==> src/rtl/core/btmx_ram.sv <==
// generic single-clock ram, one write port and one registered read port
// no dependencies
`default_nettype none

module btmx_ram #(
  parameter int WIDTH = 8,
  parameter int DEPTH = 16
) (
  input  wire logic                     clk,
  input  wire logic                     wr_en,
  input  wire logic [$clog2(DEPTH)-1:0] wr_addr,
  input  wire logic [WIDTH-1:0]         wr_data,
  input  wire logic [$clog2(DEPTH)-1:0] rd_addr,
  output logic      [WIDTH-1:0]         rd_data
);

  logic [WIDTH-1:0] mem [DEPTH];

  always_ff @(posedge clk) begin
    if (wr_en) begin
      mem[wr_addr] <= wr_data;
    end
    rd_data <= mem[rd_addr];
  end

endmodule

`default_nettype wire

==> config.mk <==
export PLATFORM = sky130hd
export DESIGN_NAME = btmx_ram
export DESIGN_NICKNAME = d
export VERILOG_FILES = /design/src/rtl/core/btmx_ram.sv
export SDC_FILE = /design/constraint.sdc
export NUM_CORES = 1
export LEC_CHECK = 0
export BUFFER_PORTS_ARGS = -buffer_cell sky130_fd_sc_hd__clkbuf_2
export CAP_MARGIN = 20
export CORE_MARGIN = 5
export CORE_UTILIZATION = 60
export DETAILED_ROUTE_END_ITERATION = 10
export GPL_ROUTABILITY_DRIVEN = 0
export PLACE_DENSITY = 0.81
export SYNTH_ARGS = -nofsm -noshare
export SYNTH_HDL_FRONTEND = slang
export SYNTH_SLANG_ARGS = --single-unit
export TNS_END_PERCENT = 1
==> constraint.sdc <==
create_clock -name clk -period 2.22 [get_ports clk]
set_clock_uncertainty 0.05 [all_clocks]
set_input_delay 0.111 -clock clk [delete_from_list [all_inputs] [get_ports clk]]
set_output_delay 0.111 -clock clk [all_outputs]
set_load 0.01 [all_outputs]
==> impl_metrics.yaml <==
status:
  status: "finished, final reports clean"
final_layout:
  synthToLayoutAreaGrowth_pct: 20.2
  layout-drive-gt1-share: 0.313
  nNetsFinal: 312
  n_antenna_cell: 0
  fill_cells: 458
place:
  dp_slack_ns: 0.390
  io_buffers: 25
  place.detailed.hpwl_um: 6040
worst_hold_path:
  hold_class: "in2reg"
  min_path_cells: 1
  hp-start: "wr_data[6]"
  min_to: "mem[2][6]$_DFFE_PP_"
sta:
  fin_setup_tns_ns: 0
  setup_viol: 0
  period_share: 0.708
  max_freq_mhz: 636
  timing.final.crit_period_ns: 1.57
  hold_viol: 0
  holdWs_ns: 0.00869
  tightest_slew_ns: 0.802
  finalMaxSlewViolations: 0
  worst_slack_ns: 0.649
  rsz0062_at_grt: "false"
  relSlewSlack: 0.464
routing:
  drtIter0Drc: 218
  wl_per_cell_um: 25.3
  dr.pass1.iters: 5
  vias: 2557
  ant_nets: 0
  vias_per_cell: 6.21
  drc_errors: 0
  routed_wl_um: 10400
grt:
  grt_pass1_wl_um: 16100
  antenna_found_initial: 0
  grt_max_degree: 33
  gr-total-overflow: 0
  grt_usage: 0.224
  grt_pass1_vias: 2718
cts:
  cts-root-buf: "clkbuf_8"
  clock_path_buffers: 2
  cts_max_level: 4
  cts_setup_buffers: 0
  cts_buffers: 17
  cts_tree: "built"
  insertion_delay_ns: 0.51
  clk_pin_slew_ns: 0.06
  clock-sinks: 136
worst_setup_path:
  required_ns: 2.31
  crit_buf_inv: 2
  worstSetupPathType: "in2reg"
  r2r-end: "rd_data[2]$_DFF_P_"
  crit_path_start_kind: "input pin"
  reg2reg_slack_ns: 0.74
  cp_slowest_cell: "nor2_1"
  rr_startpoint: "mem[5][2]$_DFFE_PP_"
  path_cells: "dlygate4sd3_1 -> clkbuf_2 -> nand2b_1 -> nor2_1"
  max_stage_delay_ns: 0.66
  reg2regPathDepth: 3
  crit_arrival_ns: 1.66
  crit_family: "simple AND/OR/NAND/NOR gates"
  cp-end-kind: "flop"
  critPathMaxFanout: 8
floorplan:
  fp.dieW_um: 103
  num_io_pins: 26
  core_area_um2: 8300
  rows: 33
  initial_core_util: 0.620
  dieArea_um2: 10500
  dieHeight_um: 103
yosys:
  synthFlopType: "edfxtp_1"
  ys_warn_count: 0
  synth_seq_cells: 136
  synth_edf_count: 128
  synthesis.area_um2: 5150
  synth_nets: 247
  synthTopCellsByArea: "edfxtp_1, mux4_2, mux4_1"
  synthCells: 229
  synth.most_common_cell: "edfxtp_1"
  synth_top_area_share: 0.747
  synth_area_per_cell_um2: 22.5
  synth_seq_area_share: 0.778
  yosys.area.top_type: "edfxtp_1"
  yosys.cell_types.count: 19
  synth_common_cells: "edfxtp_1, mux4_2, a22oi_1"
  synthArstFlopShare: 0
power:
  pwr_density_cell_nw_per_um2: 973
  leakagePower_nw: 2.16
  irDropWorstVdd_uv: 895
flow_run:
  max_cap_viol_count: 0
[layout by cell type, fill, tap and decap left out, drive strengths merged]
cell | synthesis | layout
clkinv | 0 | 5
a22oi | 16 | 16
dlygate4sd3 | 0 | 8
nand3b | 2 | 2
bufinv | 0 | 4
nor2b | 1 | 1
nand2b | 2 | 2
mux4 | 32 | 32
nand2 | 9 | 9
and2b | 1 | 1
or3b | 1 | 1
nor2 | 13 | 13
nor3 | 4 | 4
buf | 7 | 23
dfxtp | 8 | 8
clkinvlp | 0 | 1
nand3 | 1 | 1
clkbuf | 0 | 47
and2 | 1 | 1
edfxtp | 128 | 128
[flip-flops by register name, indices dropped and copies added, names as in the netlist]
| name | cells |
|---|---|
| rd_data | 8 |
| mem | 128 |
[kinds of logic after synthesis]
group	after synthesis	share of synthesized area
flops	136	0.778
simple gates	35	0.0318
compound gates	16	0.0233
buf+inv	10	0.0168
mux	32	0.150
[per-layer routing]
metal | GRT usage | vias up | share of wire
li1 | - | 1107 | -
met1 | 0.291 | 1294 | 0.38
met2 | 0.364 | 140 | 0.52
met3 | 0.0710 | 16 | 0.089
met4 | 0.0747 | 0 | 0.015
met5 | 0 | - | 0
[where the power goes]
group	switching, W	internal (W)	total, W
Sequential	0.0000192	0.00287	0.00289
Combinational	0.000160	0.000124	0.000284
Clock	0.000975	0.00187	0.00285
[worst max-delay path by stage]
stage	from	end	slack [ns]	cells after the start
detailed placement	wr_addr[2]	mem[1][2]$_DFFE_PP_	0.39	3
CTS	wr_addr[0]	mem[1][2]$_DFFE_PP_	0.69	4
floorplan	wr_addr[2]	mem[0][0]$_DFFE_PP_	0.57	2
global placement	wr_addr[2]	mem[1][0]$_DFFE_PP_	0.43	3
finish	wr_addr[0]	mem[1][2]$_DFFE_PP_	0.65	4
global route	mem[9][3]$_DFFE_PP_	rd_data[3]$_DFF_P_	0.58	3
[final cells by class]
cell class | instances | area [µm²] | share of cell area
Tap cell | 105 | 131 | 0.0212
Multi-Input combinational cell | 83 | 1060 | 0.171
Clock buffer | 22 | 453 | 0.0732
Sequential cell | 136 | 4000 | 0.647
Timing Repair Buffer | 56 | 390 | 0.0631
Clock inverter | 10 | 153 | 0.0247
[worst reg2reg max path: stages, from the launching register on]
cell	delay [ns]
edfxtp_1	0.42
mux4_1	0.57
a22oi_1	0.22
nand2_1	0.11
[stage by stage]
stage | instance area, µm² | std cells | total power [W] | utilization
4_1_cts | 6190 | 412 | 0.00606 | 0.746
3_5_place_dp | 5500 | 372 | 0.00321 | 0.663
2_1_floorplan | 5150 | 229 | 0.00309 | -
3_3_place_gp | 5500 | 372 | 0.00320 | 0.663
6_report | 6190 | 412 | 0.00602 | 0.746
5_1_grt | 6190 | 412 | 0.00622 | 0.746
[what timing repair did]
item,in CTS,in global routing
endpoints found under the hold margin,103,0
hold buffers,8,0
endpoints found under the setup margin,0,0
resized for setup,0,0
No activity file was read; power rests on OpenSTA's default activity.
